<file path="src/rtl/core/gpu_ram.sv">
module gpu_ram #(
    parameter int WIDTH = 1,
    parameter int DEPTH = 16
) (
    input  logic                                   clk,
    input  logic                                   wr_en,
    input  logic [((DEPTH > 1) ? $clog2(DEPTH) : 1)-1:0] wr_addr,
    input  logic [WIDTH-1:0]                       wr_data,
    input  logic [((DEPTH > 1) ? $clog2(DEPTH) : 1)-1:0] rd_addr,
    output logic [WIDTH-1:0]                       rd_data
);

    logic [WIDTH-1:0] mem [DEPTH];

    always_ff @(posedge clk)
    begin
        if (wr_en)
        begin
            mem[wr_addr] <= wr_data;
        end
        rd_data <= mem[rd_addr];
    end

endmodule

</file>
<file path="config.mk">
export PLATFORM = sky130hd
export DESIGN_NAME = gpu_ram
export DESIGN_NICKNAME = d
export VERILOG_FILES = /design/src/rtl/core/gpu_ram.sv
export SDC_FILE = /design/constraint.sdc
export NUM_CORES = 1
export LEC_CHECK = 0
export ABC_CLOCK_PERIOD_IN_PS = 2600
export BUFFER_PORTS_ARGS = -buffer_cell sky130_fd_sc_hd__buf_2
export CAP_MARGIN = 15
export CORE_MARGIN = 3
export CORE_UTILIZATION = 40
export DETAILED_ROUTE_END_ITERATION = 6
export SYNTH_ARGS = -nofsm -noshare
export SYNTH_HDL_FRONTEND = slang
export SYNTH_SLANG_ARGS = --single-unit
</file>
<file path="constraint.sdc">
create_clock -name clk -period 2.6 [get_ports clk]
set_clock_uncertainty 0.05 [all_clocks]
set_input_delay 0.39 -clock clk [delete_from_list [all_inputs] [get_ports clk]]
set_output_delay 0.39 -clock clk [all_outputs]
set_load 0.03 [all_outputs]
</file>
==> impl_metrics.json <==
{
  "status": "completed",
  "die_h_um": 49.2,
  "core_area_sq_um": 1630,
  "critPathCaptureType": "flop",
  "max-slew-margin-rel_pct": 84.0,
  "netlist_area_sq_um": 746,
  "num_vias": 433,
  "grt_pass1_vias": 477,
  "num_antenna_cells": 0,
  "yosysUniqueCellTypes": 11,
  "grt_max_degree": 17,
  "numCtsBuffers": 3,
  "wl_per_cell_um": 13.2,
  "insertion_delay_ns": 0.28,
  "cts.sinks": 17,
  "num_rows": 14,
  "cp_max_fo": 1,
  "crit_slowest_cell": "mux4_1",
  "finalSetupViolations": 0,
  "drv_slew": 0,
  "p_leak_nw": 0.303,
  "worstMarginPinSlew_ns": 0.240,
  "r2r-end": "rd_data",
  "tns_ns": 0,
  "syn_avg_cell_area_sq_um": 15.9,
  "fin_total_pwr_uw": 487,
  "root_buffer": "clkbuf_4",
  "crit_path_cell_trace": "mux4_1, mux2i_1, mux2i_1",
  "hold_buffers": 0,
  "setup_ws_ns": 1.34,
  "cts_buffer_depth": 2,
  "tritoncts": "done",
  "internal_power_uw": 384,
  "powerDensity_nw_per_um2": 568,
  "mostFrequentLayoutCells": "16 x edfxtp_1, 12 x nor2_1, 11 x buf_2",
  "power.switching_uw": 102,
  "cts_setup_buffers": 0,
  "viasPerCell": 5.03,
  "layout.nets": 74,
  "pre_cts_ws_ns": 1.05,
  "path_clk_slew_ns": 0.09,
  "rr_startpoint": "mem[4]",
  "yosysWarnings": 0,
  "min_from": "rd_addr[2]",
  "htree_levels": 1,
  "overflow": 0,
  "final_common_cell": "edfxtp_1",
  "path_class": "flop to flop",
  "ff2ff_path_depth": 3,
  "portBuffers": 11,
  "netlist_instances": 47,
  "ys_ff_latch": 17,
  "ant_nets": 0,
  "syn_to_final_growth_pct": 14.9,
  "drt_iter0_markers": 2,
  "p_seq_share_pct": 63.1,
  "rsz0062_at_grt": "false",
  "cts_resized": 0,
  "hold-path-cell-count": 2,
  "antenna_found_initial": 0,
  "totalWireLength_um": 1130,
  "p_sw_share_pct": 21.0,
  "critPathMaxStageDelay_ns": 0.50,
  "crit_buf_inv": 0,
  "hold_viol_final": 0,
  "start_util_pct": 45.8,
  "drc": 0,
  "gp_congestion": 0.707,
  "hold_class": "input pin to flop",
  "fmax_mhz": 796,
  "critical-path-top-delay-family": "multiplexers",
  "die_w_um": 49.2,
  "seq_area_frac_synth_pct": 67.1,
  "power_frac_comb_pct": 9.0,
  "r2r_slack_ns": 1.34,
  "fp.dieArea_sq_um": 2420,
  "ios": 12,
  "crit_top_cell": "mux2i_1",
  "grt_usage_pct": 11.7,
  "cp.arrival_ns": 1.38,
  "syn_nets": 58,
  "irDropWorstVdd_mv": 0.349,
  "drive_above_1_share_pct": 24.2,
  "start_kind": "flop",
  "pwr-share-clk_pct": 27.9,
  "holdWs_ns": 0.251,
  "hold_path_end": "rd_data",
  "drv_cap": 0,
  "layout_min_cycle_time_ns": 1.26,
  "grt_pass1_wl_um": 2100,
  "cp.required_ns": 2.73,
  "min_period_over_period_pct": 48.3,
  "dr.pass1.iters": 3
}
power groups by stage:
stage / Sequential [mW] / Clock (mW) / Combinational, mW
after CTS: 0.307 / 0.142 / 0.0447
after floorplan: 0.317 / 0 / 0.0189
after detailed placement: 0.314 / 0 / 0.0447
after global placement: 0.313 / 0 / 0.0439
final: 0.307 / 0.136 / 0.0437
after global routing: 0.308 / 0.158 / 0.0490
cells in the mapped netlist, drive strengths merged:
cell | n | area share [%]
nor3 | 4 | 2.7
mux2i | 3 | 4.0
nand3 | 1 | 0.67
dfxtp | 1 | 2.7
edfxtp | 16 | 64
mux4 | 4 | 14
nor2 | 12 | 6.0
or3b | 1 | 1.2
nand2b | 2 | 1.7
nand3b | 2 | 2.0
nand2 | 1 | 0.50
area by class of cell:
class	instances	area (sq um)
fill	152	772
sequential	17	500
multi-input combinational	30	245
timing repair buffer	11	55.1
tap	24	30.0
clock buffer	4	26.3
sequential cells by signal, indices dropped and copies added (netlist names):
register  cells
mem          16
rd_data       1
layer usage:
layer | share of wire, % | GRT usage [%] | up-vias
met4 | 2.5 | 7.11 | 0
met3 | 5.5 | 3.36 | 5
met2 | 45 | 17.4 | 15
li1 | - | - | 215
met1 | 47 | 14.9 | 198
met5 | 0 | 0 | -
worst max-delay path by stage:
| stage | startpoint | end | slack (ns) | depth (start not counted) |
|---|---|---|---|---|
| after global placement | rd_addr[0] | rd_data | 1.08 | 4 |
| after floorplan | wr_addr[2] | mem[0] | 1.21 | 2 |
| after global routing | mem[8] | rd_data | 1.28 | 3 |
| after CTS | mem[8] | rd_data | 1.32 | 3 |
| after detailed placement | wr_addr[2] | mem[0] | 1.05 | 3 |
| final | mem[4] | rd_data | 1.34 | 3 |
through the flow:
stage               util, %  cells  instance area (sq um)
finish                 52.6     86                    857
CTS                    52.6     86                    857
global route           52.6     86                    857
global placement       51.0     82                    831
detailed placement     51.0     82                    831
floorplan                 -     47                    746
cell families (layout without fill, tap and decap cells):
kind of cell  count (synthesis)  count (layout)  share of synthesized area, %
simple gates                 23              23                          14.8
flops                        17              17                          67.1
mux                           7               7                          18.1
buf+inv                       0              15                             0
Power figures use the tool's default switching activity.
